## config.mk

```make
export PLATFORM = sky130hd
export DESIGN_NAME = pus_telemetry_packet_framer_flat
export DESIGN_NICKNAME = d
export VERILOG_FILES = /design/src/rtl/ptpf_pkg.sv /design/src/rtl/ptpf_if.sv /design/src/rtl/ptpf_front.sv /design/src/rtl/ptpf_queue.sv /design/src/rtl/ptpf_back.sv /design/src/rtl/pus_telemetry_packet_framer.sv /design/src/flat_wrapper.sv
export SDC_FILE = /design/constraint.sdc
export NUM_CORES = 1
export LEC_CHECK = 0
export BUFFER_PORTS_ARGS = -buffer_cell sky130_fd_sc_hd__buf_2
export CORE_ASPECT_RATIO = 1.25
export CORE_MARGIN = 2
export CORE_UTILIZATION = 45
export CTS_BUF_LIST = sky130_fd_sc_hd__clkbuf_8
export CTS_CLUSTER_DIAMETER = 40
export DETAILED_ROUTE_END_ITERATION = 8
export PLACE_DENSITY = 0.68
export REMOVE_ABC_BUFFERS = 1
export SYNTH_ARGS = -nofsm -noshare
export SYNTH_HDL_FRONTEND = slang
export SYNTH_HIERARCHICAL = 1
export SYNTH_SLANG_ARGS = --single-unit
```

## constraint.sdc

```tcl
create_clock -name clk -period 12.2 [get_ports clk]
set_clock_uncertainty 0.2 [all_clocks]
set_input_delay 1.83 -clock clk [delete_from_list [all_inputs] [get_ports clk]]
set_output_delay 1.83 -clock clk [all_outputs]
set_load 0.02 [all_outputs]
```

## src/rtl/ptpf_pkg.sv

```systemverilog
// ----------------------------------------------------------------------------
// ptpf_pkg
// Shared types and constants of the telemetry packet framer.
// ----------------------------------------------------------------------------
package ptpf_pkg;

    // input commands
    typedef enum logic [1:0] {
        CMD_RESET  = 2'd0,
        CMD_HEADER = 2'd1,
        CMD_DATA   = 2'd2
    } cmd_t;

    // configuration register index (paddr[2])
    localparam logic REG_CAPACITY  = 1'b0;
    localparam logic REG_PACKET_ID = 1'b1;

    // result kinds
    localparam logic KIND_WRITE = 1'b0;
    localparam logic KIND_EVENT = 1'b1;

    localparam logic [7:0] SEQ_FIRST = 8'hC0;
    localparam logic [7:0] SEQ_LAST  = 8'hFF;
    localparam logic [7:0] DFH_BYTE  = 8'h10;

    localparam int HDR_FIXED     = 9;   // id, seq ctrl, length, 0x10, type, subtype
    localparam int CLOSE_WRITES  = 2;   // two zero check bytes
    localparam int CLOSE_RESULTS = 3;   // check bytes plus counter update
    localparam int OVERHEAD      = 11;  // fixed header plus check bytes
    localparam int LEN_BASE      = 5;
    localparam int TAG_BYTES     = 4;   // bytes carried by the time_tag field
    localparam int MAX_RESULTS   = 16;
    localparam int STEP_W        = $clog2(MAX_RESULTS);

    typedef enum logic [1:0] {
        JOB_WRITE  = 2'd0,   // single byte write, optional close
        JOB_HEADER = 2'd1,   // full header and time tag, optional close
        JOB_EVENT  = 2'd2    // stream end overflow event
    } job_kind_t;

    typedef struct packed {
        job_kind_t   kind;
        logic [15:0] addr;
        logic        close;
        logic [7:0]  count;
        logic [15:0] pid;
        logic [7:0]  seq;
        logic [15:0] len;
        logic [7:0]  ptype;
        logic [7:0]  psub;
        logic [31:0] tag;
        logic [7:0]  dbyte;
    } job_t;

    typedef struct packed {
        logic [15:0] capacity;
        logic [15:0] packet_id;
    } cfg_t;

endpackage

```

## src/rtl/ptpf_if.sv

```systemverilog
// ----------------------------------------------------------------------------
// ptpf_if
// Valid/ready channels for framer commands and byte write results.
// ----------------------------------------------------------------------------
interface ptpf_in_if;
    logic        valid;
    logic        ready;
    logic [1:0]  command;
    logic [15:0] data_length;
    logic [7:0]  packet_type;
    logic [7:0]  packet_subtype;
    logic [31:0] time_tag;
    logic [7:0]  data_byte;

    modport source (output valid, command, data_length, packet_type, packet_subtype,
                    time_tag, data_byte, input ready);
    modport sink (input valid, command, data_length, packet_type, packet_subtype,
                  time_tag, data_byte, output ready);
endinterface

interface ptpf_out_if;
    logic        valid;
    logic        ready;
    logic        kind;
    logic [15:0] write_address;
    logic [7:0]  write_value;
    logic        last;

    modport source (output valid, kind, write_address, write_value, last, input ready);
    modport sink (input valid, kind, write_address, write_value, last, output ready);
endinterface

```

## src/rtl/ptpf_front.sv

```systemverilog
// ----------------------------------------------------------------------------
// ptpf_front
// Accepts commands, keeps the stream state and queues one job per command
// that produces results.
// ----------------------------------------------------------------------------
module ptpf_front
    import ptpf_pkg::*;
#(
    parameter int TIME_BYTES = 4
)
(
    input  logic        clk,
    input  logic        rst_n,
    ptpf_in_if.sink     in,
    input  cfg_t        cfg,
    input  logic        full,
    output logic        push,
    output job_t        job
);

    logic [15:0] wp_reg, wp_next;
    logic [7:0]  seq_reg, seq_next;
    logic [7:0]  count_reg, count_next;
    logic [15:0] rem_reg, rem_next;
    logic        drop_reg, drop_next;

    logic        accept;
    logic [17:0] need;
    logic        close;

    assign in.ready = !full;
    assign accept   = in.valid && !full;
    assign need     = 18'(wp_reg) + 18'(in.data_length) + 18'(OVERHEAD + TIME_BYTES);

    always_comb
    begin
        wp_next    = wp_reg;
        seq_next   = seq_reg;
        count_next = count_reg;
        rem_next   = rem_reg;
        drop_next  = drop_reg;
        push       = 1'b0;
        close      = 1'b0;
        job        = '0;
        job.kind   = JOB_WRITE;
        job.pid    = cfg.packet_id;
        job.ptype  = in.packet_type;
        job.psub   = in.packet_subtype;
        job.tag    = in.time_tag;
        job.dbyte  = in.data_byte;
        if (accept)
        begin
            case (cmd_t'(in.command))
                CMD_RESET:
                begin
                    wp_next    = 16'd1;
                    count_next = '0;
                    rem_next   = '0;
                    drop_next  = 1'b0;
                    push       = 1'b1;
                    job.addr   = '0;
                    job.dbyte  = '0;
                end
                CMD_HEADER:
                begin
                    seq_next  = (seq_reg == SEQ_LAST) ? SEQ_FIRST : seq_reg + 8'd1;
                    push      = 1'b1;
                    rem_next  = in.data_length;
                    drop_next = 1'b0;
                    if (need > 18'(cfg.capacity))
                    begin
                        job.kind  = JOB_EVENT;
                        drop_next = (in.data_length != '0);
                    end
                    else
                    begin
                        close      = (in.data_length == '0);
                        job.kind   = JOB_HEADER;
                        job.addr   = wp_reg;
                        job.seq    = seq_next;
                        job.len    = 16'(LEN_BASE + TIME_BYTES) + in.data_length;
                        count_next = close ? count_reg + 8'd1 : count_reg;
                        wp_next    = wp_reg + 16'(HDR_FIXED + TIME_BYTES)
                                     + (close ? 16'(CLOSE_WRITES) : 16'd0);
                    end
                end
                CMD_DATA:
                begin
                    if (rem_reg != '0)
                    begin
                        rem_next = rem_reg - 16'd1;
                        if (drop_reg)
                        begin
                            drop_next = (rem_reg != 16'd1);
                        end
                        else
                        begin
                            close      = (rem_reg == 16'd1);
                            push       = 1'b1;
                            job.addr   = wp_reg;
                            count_next = close ? count_reg + 8'd1 : count_reg;
                            wp_next    = wp_reg + 16'd1
                                         + (close ? 16'(CLOSE_WRITES) : 16'd0);
                        end
                    end
                end
                default:
                begin
                    push = 1'b0;
                end
            endcase
        end
        job.close = close;
        job.count = count_next;
    end

    always_ff @(posedge clk or negedge rst_n)
    begin
        if (!rst_n)
        begin
            wp_reg    <= 16'd1;
            seq_reg   <= SEQ_FIRST;
            count_reg <= '0;
            rem_reg   <= '0;
            drop_reg  <= 1'b0;
        end
        else
        begin
            wp_reg    <= wp_next;
            seq_reg   <= seq_next;
            count_reg <= count_next;
            rem_reg   <= rem_next;
            drop_reg  <= drop_next;
        end
    end

    a_drop_has_bytes: assert property (@(posedge clk) disable iff (!rst_n)
        drop_reg |-> rem_reg != '0)
        else $error("dropping with no bytes left");

    a_seq_range: assert property (@(posedge clk) disable iff (!rst_n)
        seq_reg >= SEQ_FIRST)
        else $error("sequence count left its range");

    a_no_push_full: assert property (@(posedge clk) disable iff (!rst_n)
        push |-> !full)
        else $error("job queued into a full queue");

    a_close_counts: assert property (@(posedge clk) disable iff (!rst_n)
        (push && job.close) |=> count_reg == $past(count_reg) + 8'd1)
        else $error("packet closed without counter update");

endmodule

```

## src/rtl/ptpf_queue.sv

```systemverilog
// ----------------------------------------------------------------------------
// ptpf_queue
// Short job queue between the command front and the result back.
// ----------------------------------------------------------------------------
module ptpf_queue
    import ptpf_pkg::*;
#(
    parameter int DEPTH = 4
)
(
    input  logic clk,
    input  logic rst_n,
    input  logic push,
    input  job_t push_job,
    output logic full,
    input  logic pop,
    output job_t head,
    output logic empty
);

    localparam int PTR_W = $clog2(DEPTH);
    localparam int CNT_W = $clog2(DEPTH + 1);

    job_t               slots [DEPTH];
    logic [PTR_W-1:0]   wr_reg, rd_reg;
    logic [CNT_W-1:0]   cnt_reg;
    logic               do_push, do_pop;

    assign full    = (cnt_reg == CNT_W'(DEPTH));
    assign empty   = (cnt_reg == '0);
    assign do_push = push && !full;
    assign do_pop  = pop && !empty;
    assign head    = slots[rd_reg];

    always_ff @(posedge clk or negedge rst_n)
    begin
        if (!rst_n)
        begin
            wr_reg  <= '0;
            rd_reg  <= '0;
            cnt_reg <= '0;
        end
        else
        begin
            if (do_push)
                wr_reg <= (wr_reg == PTR_W'(DEPTH - 1)) ? '0 : wr_reg + 1'b1;
            if (do_pop)
                rd_reg <= (rd_reg == PTR_W'(DEPTH - 1)) ? '0 : rd_reg + 1'b1;
            if (do_push && !do_pop)
                cnt_reg <= cnt_reg + 1'b1;
            else if (do_pop && !do_push)
                cnt_reg <= cnt_reg - 1'b1;
        end
    end

    always_ff @(posedge clk)
    begin
        if (do_push)
            slots[wr_reg] <= push_job;
    end

endmodule

```

## src/rtl/ptpf_back.sv

```systemverilog
// ----------------------------------------------------------------------------
// ptpf_back
// Expands queued jobs into byte write results and overflow events, one per
// cycle while the output is not stalled, into an output register.
// ----------------------------------------------------------------------------
module ptpf_back
    import ptpf_pkg::*;
#(
    parameter int TIME_BYTES = 4
)
(
    input  logic        clk,
    input  logic        rst_n,
    input  job_t        head,
    input  logic        empty,
    output logic        pop,
    ptpf_out_if.source  out
);

    logic [STEP_W-1:0] step_reg, step_next;
    logic              out_valid_reg, out_valid_next;
    logic              kind_reg;
    logic [15:0]       addr_reg;
    logic [7:0]        value_reg;
    logic              last_reg;

    logic [4:0]  body_len, total, last_idx, s5, rel, ti, sh;
    logic        load, done;
    logic        res_kind;
    logic [15:0] res_addr;
    logic [7:0]  res_value;

    assign s5       = 5'(step_reg);
    assign body_len = (head.kind == JOB_HEADER) ? 5'(HDR_FIXED + TIME_BYTES) : 5'd1;
    assign total    = body_len + (head.close ? 5'(CLOSE_RESULTS) : 5'd0);
    // results past the per-item limit are not reported
    assign last_idx = (total > 5'(MAX_RESULTS)) ? 5'(MAX_RESULTS - 1) : total - 5'd1;
    assign ti       = s5 - 5'(HDR_FIXED);
    assign sh       = 5'(TIME_BYTES) - 5'd1 - ti;
    assign rel      = s5 - body_len;

    assign load = !empty && (!out_valid_reg || out.ready);
    assign done = load && (s5 == last_idx);
    assign pop  = done;

    always_comb
    begin
        res_kind  = KIND_WRITE;
        res_addr  = head.addr + 16'(step_reg);
        res_value = '0;
        if (s5 < body_len)
        begin
            case (head.kind)
                JOB_HEADER:
                begin
                    case (s5)
                        5'd0:    res_value = head.pid[15:8];
                        5'd1:    res_value = head.pid[7:0];
                        5'd2:    res_value = '0;
                        5'd3:    res_value = head.seq;
                        5'd4:    res_value = head.len[15:8];
                        5'd5:    res_value = head.len[7:0];
                        5'd6:    res_value = DFH_BYTE;
                        5'd7:    res_value = head.ptype;
                        5'd8:    res_value = head.psub;
                        // time tag, most significant byte first, zero above the field
                        default: res_value = (sh < 5'(TAG_BYTES))
                                             ? 8'(head.tag >> {sh[1:0], 3'b000}) : 8'd0;
                    endcase
                end
                JOB_EVENT:
                begin
                    res_kind = KIND_EVENT;
                    res_addr = '0;
                end
                default:
                begin
                    res_value = head.dbyte;
                end
            endcase
        end
        else if (rel == 5'(CLOSE_RESULTS - 1))
        begin
            // counter update at byte 0
            res_addr  = '0;
            res_value = head.count;
        end
    end

    always_comb
    begin
        step_next      = step_reg;
        out_valid_next = out_valid_reg;
        if (load)
        begin
            out_valid_next = 1'b1;
            step_next      = done ? '0 : step_reg + 1'b1;
        end
        else if (out.ready)
        begin
            out_valid_next = 1'b0;
        end
    end

    always_ff @(posedge clk or negedge rst_n)
    begin
        if (!rst_n)
        begin
            step_reg      <= '0;
            out_valid_reg <= 1'b0;
        end
        else
        begin
            step_reg      <= step_next;
            out_valid_reg <= out_valid_next;
        end
    end

    always_ff @(posedge clk)
    begin
        if (load)
        begin
            kind_reg  <= res_kind;
            addr_reg  <= res_addr;
            value_reg <= res_value;
            last_reg  <= done;
        end
    end

    assign out.valid         = out_valid_reg;
    assign out.kind          = kind_reg;
    assign out.write_address = addr_reg;
    assign out.write_value   = value_reg;
    assign out.last          = last_reg;

endmodule

```

## src/rtl/pus_telemetry_packet_framer.sv

```systemverilog
// ----------------------------------------------------------------------------
// pus_telemetry_packet_framer
// Frames telemetry packets into a byte write area and emits (address, byte)
// writes and overflow events.
//
//   channel   dir  handshake              payload
//   in        in   valid/ready            command, data_length, type, subtype,
//                                         time_tag, data_byte
//   out       out  valid/ready            kind, write_address, write_value, last
//   apb       in   psel/penable, pready=1 capacity (0x0), packet_id (0x4)
//
// Commands are taken one per cycle while the job queue has room.
// Results leave one per cycle while out is ready: a data byte gives 1 (4 when
// it closes the packet), a header gives 9+TIME_BYTES (plus 3 for an empty
// packet, at most 16). Results pass through the job queue and output register.
// Reset clears stream state, queue and output valid flag; no clearing pass.
// An output stall holds the result register; the queue keeps taking commands
// until it is full.
// ----------------------------------------------------------------------------
module pus_telemetry_packet_framer
    import ptpf_pkg::*;
#(
    parameter int TIME_BYTES  = 4,
    parameter int QUEUE_DEPTH = 4
)
(
    input  logic        clk,
    input  logic        rst_n,
    ptpf_in_if.sink     in,
    ptpf_out_if.source  out,
    input  logic        psel,
    input  logic        penable,
    input  logic        pwrite,
    input  logic [2:0]  paddr,
    input  logic [31:0] pwdata,
    output logic [31:0] prdata,
    output logic        pready
);

    logic [15:0] capacity_reg;
    logic [15:0] packet_id_reg;
    cfg_t        cfg;
    logic        cfg_write;

    logic        push, full, pop, empty;
    job_t        push_job, head;

    assign pready    = 1'b1;
    assign cfg_write = psel && penable && pwrite;
    assign prdata    = (paddr[2] == REG_PACKET_ID) ? {16'd0, packet_id_reg}
                                                   : {16'd0, capacity_reg};

    always_ff @(posedge clk or negedge rst_n)
    begin
        if (!rst_n)
        begin
            capacity_reg  <= 16'd4096;
            packet_id_reg <= '0;
        end
        else if (cfg_write)
        begin
            if (paddr[2] == REG_CAPACITY)
                capacity_reg <= pwdata[15:0];
            else
                packet_id_reg <= pwdata[15:0];
        end
    end

    assign cfg.capacity  = capacity_reg;
    assign cfg.packet_id = packet_id_reg;

    ptpf_front #(.TIME_BYTES(TIME_BYTES)) u_front (
        .clk   (clk),
        .rst_n (rst_n),
        .in    (in),
        .cfg   (cfg),
        .full  (full),
        .push  (push),
        .job   (push_job)
    );

    ptpf_queue #(.DEPTH(QUEUE_DEPTH)) u_queue (
        .clk      (clk),
        .rst_n    (rst_n),
        .push     (push),
        .push_job (push_job),
        .full     (full),
        .pop      (pop),
        .head     (head),
        .empty    (empty)
    );

    ptpf_back #(.TIME_BYTES(TIME_BYTES)) u_back (
        .clk   (clk),
        .rst_n (rst_n),
        .head  (head),
        .empty (empty),
        .pop   (pop),
        .out   (out)
    );

endmodule
```

## src/flat_wrapper.sv

```systemverilog
// flat-port wrapper written by rule: the top's interface ports become plain ports
module pus_telemetry_packet_framer_flat import ptpf_pkg::*;
#(
    parameter int TIME_BYTES  = 4,
    parameter int QUEUE_DEPTH = 4
)
  (clk, rst_n, psel, penable, pwrite, paddr, pwdata, prdata, pready, in_valid, in_command, in_data_length, in_packet_type, in_packet_subtype, in_time_tag, in_data_byte, in_ready, out_valid, out_kind, out_write_address, out_write_value, out_last, out_ready);
  ptpf_in_if in_i ();
  ptpf_out_if out_i ();
  input  logic clk;
  input  logic rst_n;
  input  logic psel;
  input  logic penable;
  input  logic pwrite;
  input  logic [2:0] paddr;
  input  logic [31:0] pwdata;
  output logic [31:0] prdata;
  output logic pready;
  input wire logic [$bits(in_i.valid)-1:0] in_valid;
  input wire logic [$bits(in_i.command)-1:0] in_command;
  input wire logic [$bits(in_i.data_length)-1:0] in_data_length;
  input wire logic [$bits(in_i.packet_type)-1:0] in_packet_type;
  input wire logic [$bits(in_i.packet_subtype)-1:0] in_packet_subtype;
  input wire logic [$bits(in_i.time_tag)-1:0] in_time_tag;
  input wire logic [$bits(in_i.data_byte)-1:0] in_data_byte;
  output wire logic [$bits(in_i.ready)-1:0] in_ready;
  output wire logic [$bits(out_i.valid)-1:0] out_valid;
  output wire logic [$bits(out_i.kind)-1:0] out_kind;
  output wire logic [$bits(out_i.write_address)-1:0] out_write_address;
  output wire logic [$bits(out_i.write_value)-1:0] out_write_value;
  output wire logic [$bits(out_i.last)-1:0] out_last;
  input wire logic [$bits(out_i.ready)-1:0] out_ready;
  assign in_i.valid = in_valid;
  assign in_i.command = in_command;
  assign in_i.data_length = in_data_length;
  assign in_i.packet_type = in_packet_type;
  assign in_i.packet_subtype = in_packet_subtype;
  assign in_i.time_tag = in_time_tag;
  assign in_i.data_byte = in_data_byte;
  assign in_ready = in_i.ready;
  assign out_valid = out_i.valid;
  assign out_kind = out_i.kind;
  assign out_write_address = out_i.write_address;
  assign out_write_value = out_i.write_value;
  assign out_last = out_i.last;
  assign out_i.ready = out_ready;
  pus_telemetry_packet_framer #(.TIME_BYTES(TIME_BYTES), .QUEUE_DEPTH(QUEUE_DEPTH)) u_core (.clk(clk), .rst_n(rst_n), .in(in_i), .out(out_i), .psel(psel), .penable(penable), .pwrite(pwrite), .paddr(paddr), .pwdata(pwdata), .prdata(prdata), .pready(pready));
endmodule
```

=== Word level (Yosys, flattened, before mapping) ===
Memory sizes are Yosys's and may differ from the RTL's.
Index checks and enable logic that the tools add are counted.

* Flip-flop bits (word level): 119
* Memory bits (writable): 492
* Output and inout port bits: 61
* Word-level logic and storage cells: 160
* Memories kept: 1

{| class="wikitable"
|+ Memory list
! name !! depth !! bits a word !! read ports !! clocked after memory_dff !! write ports !! RTL line !! source
|-
| u_core.u_queue.slots || 4 || 123 || 1 || 0 || 1 || ptpf_queue.sv:24 || <nowiki>job_t slots [DEPTH];</nowiki>
|}

* Add/subtract/negate cells: 21
* Order comparisons: 4
* Equal/unequal tests: 23
* Shift operators: 1
* Mux-type cells: 63
* Bitwise gates (word level): 1
* Reductions and logical operators: 30

{| class="wikitable"
|+ Operator list
! cell !! count
|-
| $mux W16 || 11
|-
| $mux W8 || 12
|-
| $pmux W16 S3 || 2
|-
| $mux W24 || 3
|-
| $pmux W8 S9 || 1
|-
| $add A16 B2 Y16 || 2
|-
| $pmux W16 S2 || 1
|-
| $reduce_bool A16 Y1 || 2
|-
| $shr A32 B5 Y8 || 1
|-
| $pmux W8 S3 || 1
|-
| $add A17 B4 Y18 const B || 1
|-
| $gt A18 B16 Y1 || 1
|-
| $mux W18 || 1
|-
| $add A16 B16 Y17 || 1
|-
| $add A16 B1 Y16 const B || 1
|-
| $add A16 B4 Y16 || 1
|-
| $add A16 B4 Y16 const B || 1
|-
| $add A4 B16 Y16 const A || 1
|-
| $add A8 B1 Y8 const B || 2
|-
| $eq A16 B1 Y1 const B || 1
|-
| $eq A4 B3 Y1 const B || 4
|-
| $logic_not A16 Y1 || 1
|-
| $ne A16 B1 Y1 const B || 1
|-
| $pmux W8 S2 || 1
|-
| other kinds (43) || 89
|}

=== Logic depth before layout (Yosys ltp) ===
An unclocked memory read counts as a cell.

* Word-level depth: 12
* Depth in mapped cells: 24

=== By module ===
The synthesis kept the hierarchy.

{| class="wikitable"
|+ By module, submodules not included
! module !! instances !! cells each !! area each (um2) !! sequential area each (um2)
|-
| ptpf_queue || 1 || 680 || 18163.7 || 14949.3
|-
| ptpf_front || 1 || 809 || 6109.6 || 1229.9
|-
| ptpf_back || 1 || 265 || 2617.5 || 905.9
|-
| pus_telemetry_packet_framer || 1 || 105 || 1599.0 || 802.0
|}

=== Worst setup path before layout ===
Ideal clock, no wire load.

* Path type: in2reg
* Start point: input port in_valid
* End point: memory u_core/u_queue/slots[3][0] (netlist bit), enable pin
* Setup time: 0.609 ns
* Arrival: 8.013 ns
* Data required time: 11.391 ns
* Slack: 3.378 ns
* Cell stages on the path: 7
* Cell sequence: nor2b_1 -> nand2b_1 -> clkbuf_1 -> clkbuf_1 -> nor2_1 -> nand2_1 -> nor2_1

* Longest elaborated chain between the ends: 5

{| class="wikitable"
|+ Ends and longest elaborated chain
! element !! RTL line !! source
|-
| start: declaration || flat_wrapper.sv:19 || <nowiki>input wire logic [$bits(in_i.valid)-1:0] in_valid;</nowiki>
|-
| $logic_and A1 B1 Y1 || ptpf_front.sv:32 || <nowiki>assign accept = in.valid && !full;</nowiki>
|-
| $mux W1 || ptpf_front.sv:51 || <nowiki>if (accept)</nowiki>
|-
| via u_core.push || pus_telemetry_packet_framer.sv:45 || <nowiki>logic push, full, pop, empty;</nowiki>
|-
| $logic_and A1 B1 Y1 || ptpf_queue.sv:31 || <nowiki>assign do_push = push && !full;</nowiki>
|-
| $mux W1 || ptpf_queue.sv:58 || <nowiki>if (do_push)</nowiki>
|-
| $mux W1 (implied by the code) || ptpf_queue.sv:59 || <nowiki>slots[wr_reg] <= push_job;</nowiki>
|-
| end: declaration || ptpf_queue.sv:24 ||
|}

The timed path passes the listed nets, and every way through them passes these cells.

==> results.ini <==
[cells_and_area]
syn_to_final_growth_pct = 10.5
final_util_pct = 50.0
final_cells = 2898
finalNetCount = 2183
largest_reg_flops = 492
layout_commonest_cell = edfxtp_1
nFillCells = 5365
mostFrequentLayoutCells = 518 x edfxtp_1, 140 x buf_2, 130 x mux4_2, 104 x inv_1, 101 x clkbuf_8
final_layout_size_suffix_gt1_share_pct = 25.2
regMostFlops = u_core/u_queue/slots

[job]
maxCapViolations = 0

[timing]
min_period_ns = 6.41
finalSetupViolCount = 0
slew_headroom_pct = 29.6
setup_tns_ns = 0
hold_ws_ns = 0.335
max_freq_mhz = 156
rsz0062_at_grt = no
final_hold_viol_count = 0
finalMaxSlewViolations = 0
finalCritPeriodShare_pct = 52.6
tightest_slew_ns = 1.06

[clock_network]
cts_tree = built
cts_root_buffer = clkbuf_8
hold_buffers = 0
clk_latency_ns = 0.72
htree_levels = 3
path_clk_slew_ns = 0.06
cts_made_buffers = 98
cts_resized = 0
postCtsSetupBuffers = 0
cts_sinks = 611
clockBufferDepth = 3

[global_routing]
grt_pass1_vias = 17200
grt_max_degree = 104
grt_remaining_overflow = 0
grt_pass1_wl_um = 100000
track_usage_pct = 19.9
antenna_found_initial = 2

[yosys]
yosysTopAreaCell = edfxtp_1
netlist_area_mm2 = 0.0285
ys.warnings.count = 6
async_flop_share_pct = 15.2
avgSynthCellArea_um2 = 15.3
synth-seq-cells = 611
seq_area_frac_synth_pct = 62.8
ys.flop_type = edfxtp_1
synth_edf_count = 518
synth_area_leaders = edfxtp_1 55%, mux4_2 10%, dfrtp_1 7.8%
synth_cell_types = 94
synth_top_area_share_pct = 54.6
synth_cells = 1859

[place]
routabilityCongestion = 0.875
dpl.hpwl_um = 42000
place_inst = 2719
portBuffers = 141

[worst_setup_path]
ff2ff_path_depth = 21
crit_buf_inv = 4
crit_path_cell_trace = buf_2 > inv_1 > ha_1 > inv_1 > ha_1 > a211oi_1 > o211ai_1 > a21oi_1 > o21ai_0 > a21o_1 > a21oi_1 > xnor2_1 > ha_1 > nand4_1 > nor2_1 > nand4_1 > o21ai_0 > o221ai_2 > buf_4 > nor2_1 > nand2_2 > a211oi_1
crit_cells = 22
cpMostUsedCell = ha_1
worstPathArrival_ns = 6.63
critPathLaunchType = input pin
cp_top_family = compound AO/OA/AOI/OAI gates
worstSetupPathType = in2reg
worst-endpoint-required_ns = 12.42
slowest_delay_ns = 0.52
endpoint_kind = register
crit_path_max_fanout = 19
cpMaxStageDelayCell = a211oi_1

[die]
std_cell_rows = 103
ios = 177
dieHeight_um = 285
start_util_pct = 45.3
fp.dieArea_mm2 = 0.0654
die_w_um = 229
core_mm2 = 0.0629

[run_status]
status = completed

[power]
power.density_mw_per_mm2 = 222
vdd_ir_drop_max_mv = 0.119
p_leak_nw = 11.3

[route]
first_pass_iters = 8
first_iter_violations = 1511
vias = 16700
via_per_inst = 5.75
wire_per_inst_um = 22.4
drc = 0
antenna_left = 0
routed_wl_um = 64800

[hold_path]
min-delay-path-class = reg2reg
hold_depth = 2

worst min-delay path: stages (launching register included):
cell and delay [ns]:
dfstp_2 0.37, inv_1 0.09, a21oi_1 0.07
cells by family after synthesis:
logic type	count (synthesis)	synth area share, %
flip-flops	611	62.8
AND/OR/NAND/NOR	377	6.81
AO/OA/AOI/OAI	293	7.01
buffers and inverters	237	4.76
multiplexers	190	12.7
adder cells (fa/ha/maj)	88	4.00
XOR/XNOR	61	1.88
other	2	0.0264
synthesized netlist by cell type (16+ instances only):
cell / count
edfxtp_1: 518
mux4_2: 130
nand2_1: 93
nor2_1: 92
dfrtp_1: 89
buf_4: 83
ha_1: 83
inv_1: 76
o21ai_0: 68
a21oi_1: 54
mux2_2: 42
nand3_1: 37
xnor2_1: 36
and2_1: 35
clkbuf_1: 31
buf_2: 27
xor2_1: 25
nor3_1: 24
a22oi_1: 22
nand4_1: 16
path summary, 6_finish.rpt:
| kind | slack, ns | from | end |
|---|---|---|---|
| max | 5.79 | in_data_length[2] | u_core/u_queue/slots[0][79] |
| min | 0.34 | u_core/u_front/seq_reg[7] | u_core/u_front/seq_reg[7] |
| max reg2reg | 6.53 | u_core/u_front/wp_reg[2] | u_core/u_queue/slots[0][79] |
| min reg2reg | 0.34 | u_core/u_front/seq_reg[7] | u_core/u_front/seq_reg[7] |
| max in group asynchronous | 9.58 | rst_n | u_core/u_queue/rd_reg[0] |
| min in group asynchronous | 0.94 | rst_n | u_core/capacity_reg[11] |
power by group:
group / switching, mW / internal [mW]
Clock: 0.813 / 0.971
Sequential: 0.239 / 2.65
Combinational: 1.35 / 0.969
metrics by stage:
step	setup WS [ns]	area, um^2	power, mW
2_1_floorplan	2.58	27500	4.59
3_3_place_gp	5.21	29500	5.18
3_5_place_dp	5.12	29500	5.26
4_1_cts	5.86	31500	7.05
5_1_grt	5.27	31500	7.37
6_report	5.79	31500	6.99
layout make-up:
type | count | area (um^2) | area share [%]
antenna | 1 | 2.50 | 0.00795
clock buffer | 101 | 1390 | 4.42
clock inverter | 77 | 614 | 1.95
inverter | 78 | 293 | 0.930
multi-input combinational | 1026 | 9330 | 29.6
sequential | 611 | 17900 | 56.9
tap | 840 | 1050 | 3.34
timing repair buffer | 164 | 893 | 2.84
per-layer routing:
metal / GRT usage, % / vias to the layer above / part of all wire (%) / wire length (um)
li1: - / 7403 / - / -
met1: 26.2 / 8534 / 41 / 26400
met2: 34.1 / 607 / 51 / 33300
met3: 3.07 / 107 / 5.5 / 3550
met4: 6.36 / 2 / 2.3 / 1490
met5: 0 / - / 0.022 / 14
Note: power is estimated with default switching activity, not from simulation.
